### src/evpi_pkg.sv
// Shared types, widths and constants of the encoder velocity PI drive.
package evpi_pkg;

    // Field and state widths.
    localparam int DUTY_BITS     = 13;
    localparam int SETPOINT_BITS = 12;
    localparam int COUNT_BITS    = 16;
    localparam int POWER_W       = DUTY_BITS + 1;
    localparam int ERR_W         = 21;
    localparam int SUM_W         = 32;
    localparam int GAIN_W        = 16;

    // Serial multiplier: a signed multiplicand times an unsigned gain.
    localparam int MCAND_W   = SUM_W + 1;
    localparam int PROD_W    = MCAND_W + GAIN_W;
    localparam int MUL_CNT_W = $clog2(GAIN_W);

    // Tick arithmetic widths.
    localparam int TGT_SHIFT = 8;
    localparam int TGT_W     = SETPOINT_BITS + GAIN_W - TGT_SHIFT;
    localparam int MEAS_W    = COUNT_BITS + GAIN_W + 1;
    localparam int DIFF_W    = MEAS_W + 1;
    localparam int Q_SHIFT   = 16;
    localparam int CTL_W     = PROD_W - Q_SHIFT;
    localparam int POW_SUM_W = CTL_W + 2;

    // Interface widths and field positions.
    localparam int IN_SETP_LSB  = 3;
    localparam int IN_DATA_W    = ((IN_SETP_LSB + SETPOINT_BITS + 7) / 8) * 8;
    localparam int OUT_DUTY_LSB = POWER_W;
    localparam int OUT_REV_BIT  = OUT_DUTY_LSB + DUTY_BITS;
    localparam int OUT_FWD_BIT  = OUT_REV_BIT + 1;
    localparam int OUT_ERR_LSB  = OUT_FWD_BIT + 1;
    localparam int OUT_DATA_W   = ((OUT_ERR_LSB + ERR_W + 7) / 8) * 8;
    localparam int CFG_IDX_W    = 2;

    // Register indexes.
    localparam logic [CFG_IDX_W-1:0] CFG_KP   = 2'd0;
    localparam logic [CFG_IDX_W-1:0] CFG_KI   = 2'd1;
    localparam logic [CFG_IDX_W-1:0] CFG_VEL  = 2'd2;
    localparam logic [CFG_IDX_W-1:0] CFG_SETP = 2'd3;

    // Register reset values.
    localparam logic [GAIN_W-1:0] KP_RESET   = 16'd2560;
    localparam logic [GAIN_W-1:0] KI_RESET   = 16'd128;
    localparam logic [GAIN_W-1:0] VEL_RESET  = 16'd64;
    localparam logic [GAIN_W-1:0] SETP_RESET = 16'd8002;

    // Saturation limits.
    localparam logic signed [COUNT_BITS-1:0] COUNT_MAX = {1'b0, {(COUNT_BITS-1){1'b1}}};
    localparam logic signed [COUNT_BITS-1:0] COUNT_MIN = {1'b1, {(COUNT_BITS-1){1'b0}}};
    localparam logic signed [ERR_W-1:0]      ERR_MAX   = {1'b0, {(ERR_W-1){1'b1}}};
    localparam logic signed [ERR_W-1:0]      ERR_MIN   = {1'b1, {(ERR_W-1){1'b0}}};
    localparam logic signed [SUM_W-1:0]      SUM_MAX   = {1'b0, {(SUM_W-1){1'b1}}};
    localparam logic signed [SUM_W-1:0]      SUM_MIN   = {1'b1, {(SUM_W-1){1'b0}}};
    localparam logic signed [POW_SUM_W-1:0]  POW_MAX   =
        POW_SUM_W'((2 ** DUTY_BITS) - 1);
    localparam logic signed [POW_SUM_W-1:0]  POW_MIN   = -POW_MAX;

    // Gain and scale registers as one bundle.
    typedef struct packed {
        logic [GAIN_W-1:0] kp;
        logic [GAIN_W-1:0] ki;
        logic [GAIN_W-1:0] vel_scale;
        logic [GAIN_W-1:0] setp_scale;
    } t_cfg;

    // Multiply request to the serial multiplier.
    typedef struct packed {
        logic                      start;
        logic signed [MCAND_W-1:0] mcand;
        logic [GAIN_W-1:0]         mplier;
    } t_mul_req;

    // Tick request to the control core.
    typedef struct packed {
        logic                     start;
        logic [SETPOINT_BITS-1:0] code;
    } t_tick_req;

    // Status back from the control core.
    typedef struct packed {
        logic done;
    } t_tick_stat;

endpackage

### src/encoder_velocity_pi_motor_drive_top.sv
// Top level of the encoder velocity PI drive: handshakes, encoder counter, registers.
//
// Input channel (s_axis): each request is either an encoder edge event or a
// sample tick, told apart by tuser. An edge moves the saturating edge counter;
// a tick scales the set-point and the count to speed, runs the PI update on the
// power level and clears the count.
// Output channel (m_axis): every request yields exactly one result holding the
// signed power, the duty magnitude, both bridge direction bits and the speed
// error of the latest tick; tuser marks results that follow a tick.
// Configuration: a plain write port sets the two gains and two scales; the user
// must write it only while the block is idle, the block itself does not enforce this.
// Flow: an edge event goes to the output register once that register is free;
// a tick first runs through the core, where four products pass one bit-serial
// multiplier and the error, the integral and the power are saturated on the way.
// One request is in work at a time, so a new request is taken only once the
// previous result has been loaded into the output register.
// Reset clears the counter, the integral, the power and the error, and loads
// the register defaults. When the receiver stalls, the finished result waits in
// the output register while the next request is still taken and worked on; that
// request's result then waits until the register is free.
module encoder_velocity_pi_motor_drive_top (
    input  logic                                i_clk,
    input  logic                                i_rst_n,
    input  logic                                i_s_axis_tvalid,
    output logic                                o_s_axis_tready,
    // [0] edge_on_b, [1] level_a, [2] level_b, [14:3] setpoint_code, [15] zero
    input  logic [evpi_pkg::IN_DATA_W-1:0]      i_s_axis_tdata,
    // [0] command
    input  logic                                i_s_axis_tuser,
    output logic                                o_m_axis_tvalid,
    input  logic                                i_m_axis_tready,
    // [13:0] drive_power, [26:14] duty, [27] drive_in1, [28] drive_in2,
    // [49:29] speed_error, [55:50] zero
    output logic [evpi_pkg::OUT_DATA_W-1:0]     o_m_axis_tdata,
    // [0] tick_done
    output logic                                o_m_axis_tuser,
    input  logic                                i_cfg_we,
    input  logic [evpi_pkg::CFG_IDX_W-1:0]      i_cfg_index,
    input  logic [evpi_pkg::GAIN_W-1:0]         i_cfg_wdata
);

    evpi_pkg::t_cfg                              r_cfg;
    logic signed [evpi_pkg::COUNT_BITS-1:0]      r_count;
    logic                                        r_busy;
    logic                                        r_work_done;
    logic                                        r_is_tick;
    logic                                        r_out_valid;
    logic [evpi_pkg::OUT_DATA_W-1:0]             r_out_data;
    logic                                        r_out_user;

    logic                                        accept;
    logic                                        load_out;
    logic                                        edge_up;
    logic signed [evpi_pkg::COUNT_BITS-1:0]      n_count;
    evpi_pkg::t_tick_req                         tick_req;
    evpi_pkg::t_tick_stat                        tick_stat;
    logic signed [evpi_pkg::POWER_W-1:0]         power;
    logic signed [evpi_pkg::ERR_W-1:0]           last_error;
    logic [evpi_pkg::POWER_W-1:0]                power_abs;
    logic [evpi_pkg::OUT_DATA_W-1:0]             n_out_data;

    // A new request is taken once the previous one has reached the output register.
    assign o_s_axis_tready = !r_busy;
    assign accept          = i_s_axis_tvalid && !r_busy;
    assign load_out        = r_busy && r_work_done && (!r_out_valid || i_m_axis_tready);

    assign tick_req.start = accept && i_s_axis_tuser;
    assign tick_req.code  = i_s_axis_tdata[evpi_pkg::IN_SETP_LSB +: evpi_pkg::SETPOINT_BITS];

    evpi_pi_core u_core (
        .i_clk        (i_clk),
        .i_rst_n      (i_rst_n),
        .i_req        (tick_req),
        .i_cfg        (r_cfg),
        .i_edge_count (r_count),
        .o_stat       (tick_stat),
        .o_power      (power),
        .o_last_error (last_error)
    );

    // Quadrature decode: an edge on A counts up when both levels agree, an edge
    // on B the other way round. The count sticks at its signed limits.
    always_comb begin
        edge_up = (i_s_axis_tdata[1] == i_s_axis_tdata[2]) ^ i_s_axis_tdata[0];
        n_count = r_count;
        if (edge_up) begin
            if (r_count != evpi_pkg::COUNT_MAX) begin
                n_count = r_count + 1'b1;
            end
        end else begin
            if (r_count != evpi_pkg::COUNT_MIN) begin
                n_count = r_count - 1'b1;
            end
        end
    end

    // Result assembled from the held drive state.
    always_comb begin
        power_abs  = power[evpi_pkg::POWER_W-1] ? -power : power;
        n_out_data = '0;
        n_out_data[evpi_pkg::POWER_W-1:0] = power;
        n_out_data[evpi_pkg::OUT_DUTY_LSB +: evpi_pkg::DUTY_BITS] =
            power_abs[evpi_pkg::DUTY_BITS-1:0];
        n_out_data[evpi_pkg::OUT_REV_BIT] = power[evpi_pkg::POWER_W-1];
        n_out_data[evpi_pkg::OUT_FWD_BIT] = !power[evpi_pkg::POWER_W-1] && (|power);
        n_out_data[evpi_pkg::OUT_ERR_LSB +: evpi_pkg::ERR_W] = last_error;
    end

    always_ff @(posedge i_clk) begin
        if (!i_rst_n) begin
            r_cfg.kp         <= evpi_pkg::KP_RESET;
            r_cfg.ki         <= evpi_pkg::KI_RESET;
            r_cfg.vel_scale  <= evpi_pkg::VEL_RESET;
            r_cfg.setp_scale <= evpi_pkg::SETP_RESET;
        end else if (i_cfg_we) begin
            case (i_cfg_index)
                evpi_pkg::CFG_KP:   r_cfg.kp         <= i_cfg_wdata;
                evpi_pkg::CFG_KI:   r_cfg.ki         <= i_cfg_wdata;
                evpi_pkg::CFG_VEL:  r_cfg.vel_scale  <= i_cfg_wdata;
                evpi_pkg::CFG_SETP: r_cfg.setp_scale <= i_cfg_wdata;
                default:            r_cfg            <= r_cfg;
            endcase
        end
    end

    // Request tracking, edge counter and output register control.
    always_ff @(posedge i_clk) begin
        if (!i_rst_n) begin
            r_count     <= '0;
            r_busy      <= 1'b0;
            r_work_done <= 1'b0;
            r_is_tick   <= 1'b0;
            r_out_valid <= 1'b0;
        end else begin
            if (accept) begin
                r_busy      <= 1'b1;
                r_is_tick   <= i_s_axis_tuser;
                r_work_done <= !i_s_axis_tuser;
                if (!i_s_axis_tuser) begin
                    r_count <= n_count;
                end
            end else if (load_out) begin
                r_busy      <= 1'b0;
                r_work_done <= 1'b0;
            end else if (tick_stat.done) begin
                r_work_done <= 1'b1;
                r_count     <= '0;
            end

            if (load_out) begin
                r_out_valid <= 1'b1;
            end else if (i_m_axis_tready) begin
                r_out_valid <= 1'b0;
            end
        end
    end

    always_ff @(posedge i_clk) begin
        if (load_out) begin
            r_out_data <= n_out_data;
            r_out_user <= r_is_tick;
        end
    end

    assign o_m_axis_tvalid = r_out_valid;
    assign o_m_axis_tdata  = r_out_data;
    assign o_m_axis_tuser  = r_out_user;

endmodule

### src/evpi_serial_mul.sv
// Bit-serial shift-add multiplier: signed multiplicand times unsigned gain.
module evpi_serial_mul (
    input  logic                                  i_clk,
    input  logic                                  i_rst_n,
    input  evpi_pkg::t_mul_req                    i_req,
    output logic                                  o_done,
    output logic signed [evpi_pkg::PROD_W-1:0]    o_prod
);

    logic                                  r_run;
    logic                                  r_done;
    logic [evpi_pkg::MUL_CNT_W-1:0]        r_cnt;
    logic signed [evpi_pkg::MCAND_W-1:0]   r_mcand;
    logic signed [evpi_pkg::MCAND_W:0]     r_hi;
    logic [evpi_pkg::GAIN_W-1:0]           r_lo;
    logic signed [evpi_pkg::MCAND_W:0]     n_sum;

    // One multiplier bit per cycle; the partial product shifts right.
    always_comb begin
        n_sum = r_hi;
        if (r_lo[0]) begin
            n_sum = r_hi + {r_mcand[evpi_pkg::MCAND_W-1], r_mcand};
        end
    end

    always_ff @(posedge i_clk) begin
        if (!i_rst_n) begin
            r_run  <= 1'b0;
            r_done <= 1'b0;
            r_cnt  <= '0;
        end else begin
            r_done <= 1'b0;
            if (i_req.start) begin
                r_run <= 1'b1;
                r_cnt <= '0;
            end else if (r_run) begin
                r_cnt <= r_cnt + 1'b1;
                if (r_cnt == evpi_pkg::MUL_CNT_W'(evpi_pkg::GAIN_W - 1)) begin
                    r_run  <= 1'b0;
                    r_done <= 1'b1;
                end
            end
        end
    end

    always_ff @(posedge i_clk) begin
        if (i_req.start) begin
            r_mcand <= i_req.mcand;
            r_hi    <= '0;
            r_lo    <= i_req.mplier;
        end else if (r_run) begin
            r_hi <= {n_sum[evpi_pkg::MCAND_W], n_sum[evpi_pkg::MCAND_W:1]};
            r_lo <= {n_sum[0], r_lo[evpi_pkg::GAIN_W-1:1]};
        end
    end

    assign o_done = r_done;
    assign o_prod = {r_hi[evpi_pkg::MCAND_W-1:0], r_lo};

endmodule

### src/evpi_pi_core.sv
// Tick sequencer: speed scaling, error, integral and power update.
module evpi_pi_core (
    input  logic                                     i_clk,
    input  logic                                     i_rst_n,
    input  evpi_pkg::t_tick_req                      i_req,
    input  evpi_pkg::t_cfg                           i_cfg,
    input  logic signed [evpi_pkg::COUNT_BITS-1:0]   i_edge_count,
    output evpi_pkg::t_tick_stat                     o_stat,
    output logic signed [evpi_pkg::POWER_W-1:0]      o_power,
    output logic signed [evpi_pkg::ERR_W-1:0]        o_last_error
);

    localparam logic [2:0] ST_IDLE  = 3'd0;
    localparam logic [2:0] ST_TGT   = 3'd1;
    localparam logic [2:0] ST_MEAS  = 3'd2;
    localparam logic [2:0] ST_SUM   = 3'd3;
    localparam logic [2:0] ST_KP    = 3'd4;
    localparam logic [2:0] ST_KI    = 3'd5;
    localparam logic [2:0] ST_TRUNC = 3'd6;
    localparam logic [2:0] ST_POW   = 3'd7;

    logic [2:0]                                 r_state;
    logic                                       r_done;
    logic [evpi_pkg::TGT_W-1:0]                 r_target;
    logic signed [evpi_pkg::ERR_W-1:0]          r_err;
    logic signed [evpi_pkg::SUM_W-1:0]          r_sum;
    logic signed [evpi_pkg::PROD_W-1:0]         r_acc;
    logic signed [evpi_pkg::CTL_W-1:0]          r_ctl;
    logic signed [evpi_pkg::POWER_W-1:0]        r_power;

    evpi_pkg::t_mul_req                         mul_req;
    logic                                       mul_done;
    logic signed [evpi_pkg::PROD_W-1:0]         mul_prod;

    logic signed [evpi_pkg::DIFF_W-1:0]         n_diff;
    logic signed [evpi_pkg::ERR_W-1:0]          n_err;
    logic signed [evpi_pkg::SUM_W:0]            n_sum_ext;
    logic signed [evpi_pkg::SUM_W-1:0]          n_sum;
    logic signed [evpi_pkg::PROD_W-1:0]         n_biased;
    logic signed [evpi_pkg::POW_SUM_W-1:0]      n_pow_ext;
    logic signed [evpi_pkg::POWER_W-1:0]        n_power;

    evpi_serial_mul u_mul (
        .i_clk   (i_clk),
        .i_rst_n (i_rst_n),
        .i_req   (mul_req),
        .o_done  (mul_done),
        .o_prod  (mul_prod)
    );

    // Operands for each multiplication of the tick.
    always_comb begin
        mul_req = '0;
        case (r_state)
            ST_IDLE: begin
                mul_req.start  = i_req.start;
                mul_req.mcand  = {{(evpi_pkg::MCAND_W - evpi_pkg::SETPOINT_BITS){1'b0}},
                                  i_req.code};
                mul_req.mplier = i_cfg.setp_scale;
            end
            ST_TGT: begin
                mul_req.start  = mul_done;
                mul_req.mcand  = {{(evpi_pkg::MCAND_W - evpi_pkg::COUNT_BITS)
                                   {i_edge_count[evpi_pkg::COUNT_BITS-1]}}, i_edge_count};
                mul_req.mplier = i_cfg.vel_scale;
            end
            ST_SUM: begin
                mul_req.start  = 1'b1;
                mul_req.mcand  = {{(evpi_pkg::MCAND_W - evpi_pkg::ERR_W)
                                   {r_err[evpi_pkg::ERR_W-1]}}, r_err};
                mul_req.mplier = i_cfg.kp;
            end
            ST_KP: begin
                mul_req.start  = mul_done;
                mul_req.mcand  = {r_sum[evpi_pkg::SUM_W-1], r_sum};
                mul_req.mplier = i_cfg.ki;
            end
            default: begin
                mul_req = '0;
            end
        endcase
    end

    // Saturating arithmetic of the individual steps.
    always_comb begin
        n_diff = $signed({{(evpi_pkg::DIFF_W - evpi_pkg::TGT_W){1'b0}}, r_target})
               - $signed({mul_prod[evpi_pkg::MEAS_W-1], mul_prod[evpi_pkg::MEAS_W-1:0]});
        if ((&n_diff[evpi_pkg::DIFF_W-1:evpi_pkg::ERR_W-1])
            || !(|n_diff[evpi_pkg::DIFF_W-1:evpi_pkg::ERR_W-1])) begin
            n_err = n_diff[evpi_pkg::ERR_W-1:0];
        end else if (n_diff[evpi_pkg::DIFF_W-1]) begin
            n_err = evpi_pkg::ERR_MIN;
        end else begin
            n_err = evpi_pkg::ERR_MAX;
        end

        n_sum_ext = {r_sum[evpi_pkg::SUM_W-1], r_sum}
                  + {{(evpi_pkg::SUM_W + 1 - evpi_pkg::ERR_W){r_err[evpi_pkg::ERR_W-1]}},
                     r_err};
        if (n_sum_ext[evpi_pkg::SUM_W] == n_sum_ext[evpi_pkg::SUM_W-1]) begin
            n_sum = n_sum_ext[evpi_pkg::SUM_W-1:0];
        end else if (n_sum_ext[evpi_pkg::SUM_W]) begin
            n_sum = evpi_pkg::SUM_MIN;
        end else begin
            n_sum = evpi_pkg::SUM_MAX;
        end

        // Adding all ones below the cut makes the shift round toward zero.
        n_biased = r_acc + $signed({{(evpi_pkg::PROD_W - evpi_pkg::Q_SHIFT){1'b0}},
                                    {evpi_pkg::Q_SHIFT{r_acc[evpi_pkg::PROD_W-1]}}});

        n_pow_ext = $signed({{(evpi_pkg::POW_SUM_W - evpi_pkg::POWER_W)
                              {r_power[evpi_pkg::POWER_W-1]}}, r_power})
                  + $signed({{(evpi_pkg::POW_SUM_W - evpi_pkg::CTL_W)
                              {r_ctl[evpi_pkg::CTL_W-1]}}, r_ctl});
        if (n_pow_ext > evpi_pkg::POW_MAX) begin
            n_power = evpi_pkg::POW_MAX[evpi_pkg::POWER_W-1:0];
        end else if (n_pow_ext < evpi_pkg::POW_MIN) begin
            n_power = evpi_pkg::POW_MIN[evpi_pkg::POWER_W-1:0];
        end else begin
            n_power = n_pow_ext[evpi_pkg::POWER_W-1:0];
        end
    end

    always_ff @(posedge i_clk) begin
        if (!i_rst_n) begin
            r_state <= ST_IDLE;
            r_done  <= 1'b0;
            r_err   <= '0;
            r_sum   <= '0;
            r_power <= '0;
        end else begin
            r_done <= 1'b0;
            case (r_state)
                ST_IDLE: begin
                    if (i_req.start) begin
                        r_state <= ST_TGT;
                    end
                end
                ST_TGT: begin
                    if (mul_done) begin
                        r_state <= ST_MEAS;
                    end
                end
                ST_MEAS: begin
                    if (mul_done) begin
                        r_err   <= n_err;
                        r_state <= ST_SUM;
                    end
                end
                ST_SUM: begin
                    r_sum   <= n_sum;
                    r_state <= ST_KP;
                end
                ST_KP: begin
                    if (mul_done) begin
                        r_state <= ST_KI;
                    end
                end
                ST_KI: begin
                    if (mul_done) begin
                        r_state <= ST_TRUNC;
                    end
                end
                ST_TRUNC: begin
                    r_state <= ST_POW;
                end
                ST_POW: begin
                    r_power <= n_power;
                    r_done  <= 1'b1;
                    r_state <= ST_IDLE;
                end
                default: begin
                    r_state <= ST_IDLE;
                end
            endcase
        end
    end

    // Data registers along the tick; they need no reset.
    always_ff @(posedge i_clk) begin
        if (r_state == ST_TGT && mul_done) begin
            r_target <= mul_prod[evpi_pkg::TGT_SHIFT +: evpi_pkg::TGT_W];
        end
        if (r_state == ST_KP && mul_done) begin
            r_acc <= mul_prod;
        end
        if (r_state == ST_KI && mul_done) begin
            r_acc <= r_acc + mul_prod;
        end
        if (r_state == ST_TRUNC) begin
            r_ctl <= n_biased[evpi_pkg::PROD_W-1:evpi_pkg::Q_SHIFT];
        end
    end

    assign o_stat.done  = r_done;
    assign o_power      = r_power;
    assign o_last_error = r_err;

endmodule

### config.mk
export PLATFORM = sky130hd
export DESIGN_NAME = encoder_velocity_pi_motor_drive_top
export DESIGN_NICKNAME = d
export VERILOG_FILES = /design/src/evpi_pkg.sv /design/src/encoder_velocity_pi_motor_drive_top.sv /design/src/evpi_serial_mul.sv /design/src/evpi_pi_core.sv
export SDC_FILE = /design/constraint.sdc
export NUM_CORES = 1
export LEC_CHECK = 0
export BUFFER_PORTS_ARGS = -buffer_cell sky130_fd_sc_hd__buf_2
export CAP_MARGIN = 30
export CORE_MARGIN = 5
export CORE_UTILIZATION = 63
export DETAILED_ROUTE_END_ITERATION = 10
export PLACE_DENSITY_LB_ADDON = 0.1
export SYNTH_ARGS = -nofsm -noshare
export SYNTH_HDL_FRONTEND = slang
export SYNTH_SLANG_ARGS = --single-unit
### constraint.sdc
create_clock -name i_clk -period 6.4 [get_ports i_clk]
set_input_delay 1.92 -clock i_clk [delete_from_list [all_inputs] [get_ports i_clk]]
set_output_delay 1.92 -clock i_clk [all_outputs]
set_load 0.02 [all_outputs]
==> results.cfg <==
[critical_path]
cp_top_family = compound AO/OA/AOI/OAI gates
cp.buffers_inverters = 2
endpoint_kind = register
cpMostUsedCell = a21oi_1
cpPeakStageDelay_ns = 0.58
startpoint_type = primary input
crit_chain = buf_2, xnor2_1, xor2_1, inv_1, fa_1, a21o_1, a21oi_1, o21bai_1, a21oi_1, nor2_1, o21a_1, o31a_1, o41ai_1, o21ai_0, nand3b_1, a31oi_1
arrival_ns = 5.70
worstSetupPathDepth = 16
cp.required_ns = 6.85
path_max_fanout = 15
path_class = in2reg
slowest_stage = o41ai_1
r2r_cells = 14

[route]
detail_route.wl_per_cell_microns = 20.1
drtIter0Drc = 1981
wl_microns = 71400
via_count = 22900
drtAntennaViolNets = 0
via_per_inst = 6.46
firstDrtPassIters = 5
drc = 0

[timing]
max_freq_mhz = 191
finalSetupViolCount = 0
fin_setup_tns_ns = 0
worstMarginPinSlew_ns = 1.06
min_period_over_period_pct = 82.0
period_minus_slack_ns = 5.25
slew_viol_final = 0
hold_violations = 0
relSlewSlack_pct = 29.5
rsz0062_at_grt = no
finClkSkew_ns = 0.0253

[synth]
syn-cell-area_sq_mm = 0.0261
synth-seq-cells = 393
syn_area_per_cell_sq_um = 8.87
yosys.area.top_type_share_pct = 22.9
synthTopCellsByCount = nand2_1, a21oi_1, o21ai_0
synthTopCellsByArea = edfxtp_1, dfxtp_1, ha_1
syn_inst = 2948
synthDistinctLibCells = 96
synth-edff-count = 199
async_reset_ff_share_pct = 0
yosysTopAreaCell = edfxtp_1
yosys.cell_count.top_type = nand2_1
ys_warn_count = 0
synth_ff_type = edfxtp_1
ys_seq_area_share_pct = 37.7

[global_route]
antenna_found_initial = 0
grt_overflow = 0
track_usage_pct = 30.8
grt_max_degree = 82
first_global_vias = 22100
grt_pass1_wl_microns = 114000

[floorplanning]
boundaryPins = 99
rows = 74
die-area_sq_mm = 0.0457
die_w_microns = 214
initial_core_util_pct = 63.9
die_y_microns = 214
core_area_sq_mm = 0.0409

[place]
port_buffers = 91
dp_cells = 3465
routabilityCongestion = 0.974
dpl.hpwl_microns = 51100

[pwr]
pwr-share-clk_pct = 35.2
ir_worst_vdd_mv = 0.260
power_frac_comb_pct = 24.8
p_sw_mw = 2.41
p_leak_nw = 11.6
power_density_mw_per_mm2 = 266
sw_frac_of_total_pct = 31.8
intPower_mw = 5.16
seqPwrFrac_pct = 39.9

[run_status]
status = completed

[job]
max_cap_viol_count = 0

[cts]
cts_resized = 0
cts_tree = yes
cts_hold_buf = 0
cts_buffers = 45
cts-root-buf = clkbuf_16
path_clk_slew_ns = 0.06
clock_path_buffers = 3
cts_max_level = 2
post_cts_buffers = 0
clock_latency_ns = 0.59
clkSinkCount = 393

[layout]
num-fill-cells = 3231
finalNetCount = 3223
area_growth_pct = 8.94
fin_cells = 3548
antennaDiodeCount = 0
drive_above_1_share_pct = 8.26

[hold_path]
hold_class = reg2reg
whs_path_depth = 0
-- power groups by stage --
stage	clock network, mW	registers [mW]	logic (mW)
2_1_floorplan	0	2.94	1.51
6_report	2.67	3.02	1.88
3_5_place_dp	0	3.07	1.84
3_3_place_gp	0	3.06	1.78
5_1_grt	2.83	3.03	2.10
4_1_cts	2.70	3.01	1.85
-- worst paths after layout --
| path | to | start | slack, ns |
|---|---|---|---|
| worst min-delay path | o_m_axis_tuser | r_is_tick | 0.45 |
| worst max-delay path | r_count[14] | i_s_axis_tdata[1] | 1.15 |
| worst min register to register | o_m_axis_tuser | r_is_tick | 0.45 |
| worst max register to register | u_core.o_last_error[1] | u_core.u_mul.r_lo[0] | 1.52 |
-- layout make-up --
type	instances	area, sq um	share of cell area [%]
timing repair buffer	115	661	2.32
sequential	393	9860	34.6
multi-input combinational	2331	15400	54.1
clock inverter	23	303	1.06
inverter	94	353	1.24
tap	532	666	2.34
clock buffer	60	1210	4.26
-- routing by layer --
| metal | global-route usage [%] | up-vias | wire (microns) |
|---|---|---|---|
| met3 | 4.54 | 184 | 4430 |
| met2 | 53.2 | 815 | 34800 |
| met4 | 13.9 | 0 | 3140 |
| li1 | - | 11000 | - |
| met1 | 38.3 | 10900 | 29000 |
| met5 | 0 | - | 0 |
-- per-stage QoR --
step / utilization, % / hold slack (ns) / power (mW) / cell area (sq um) / worst slack (ns)
floorplan: - / 0.408 / 4.45 / 26200 / 1.26
global placement: 65.8 / 0.413 / 4.84 / 26900 / 0.654
detailed placement: 65.9 / 0.442 / 4.90 / 27000 / 0.596
CTS: 69.6 / 0.442 / 7.57 / 28500 / 1.20
global route: 69.6 / 0.466 / 7.96 / 28500 / 0.752
finish: 69.6 / 0.445 / 7.57 / 28500 / 1.15
-- logic make-up after synthesis --
group,Yosys count,synth area share (%)
other,1,0.0143
xor gates and xnor gates,183,6.13
DFF,393,37.7
adders and majority gates,210,10.2
and+or+nand+nor,893,16.1
AOI/OAI and AO/OA,1013,25.4
buffers and inverters,229,3.48
muxes,26,1.00
-- sequential cells by signal, indices dropped and copies added, names as in the netlist, 20 cells and up --
register and cells:
u_core.u_mul.r_mcand 32, u_core.r_target 20, u_core.u_mul.r_hi 33, o_m_axis_tdata 48, u_core.o_last_error 21, u_core.r_sum 32, u_core.r_acc 49, u_core.r_ctl 33
r_cfg 64
-- cell usage in the layout, fill, tap and decap left out, types with 19 or more instances in the layout --
master | Yosys | layout
a311oi_1 | 19 | 19
nand3_1 | 72 | 72
nand2b_1 | 42 | 42
xnor2_1 | 120 | 119
edfxtp_1 | 199 | 199
a211oi_1 | 40 | 40
buf_4 | 9 | 22
ha_1 | 197 | 197
inv_1 | 93 | 91
nor2_1 | 198 | 196
dfxtp_1 | 194 | 193
xor2_1 | 63 | 63
a31oi_1 | 39 | 39
nor3_1 | 61 | 60
o21a_1 | 33 | 33
o211ai_1 | 22 | 22
mux2i_1 | 25 | 25
and3_1 | 24 | 24
o21bai_1 | 20 | 20
o21ai_0 | 216 | 216
a21oi_1 | 290 | 290
buf_2 | 2 | 91
a21o_1 | 102 | 102
a22oi_1 | 66 | 66
nand2_1 | 330 | 329
clkbuf_16 | 0 | 46
nand4_1 | 33 | 33
nor2b_1 | 22 | 22
(Power assumes the default switching activity.)
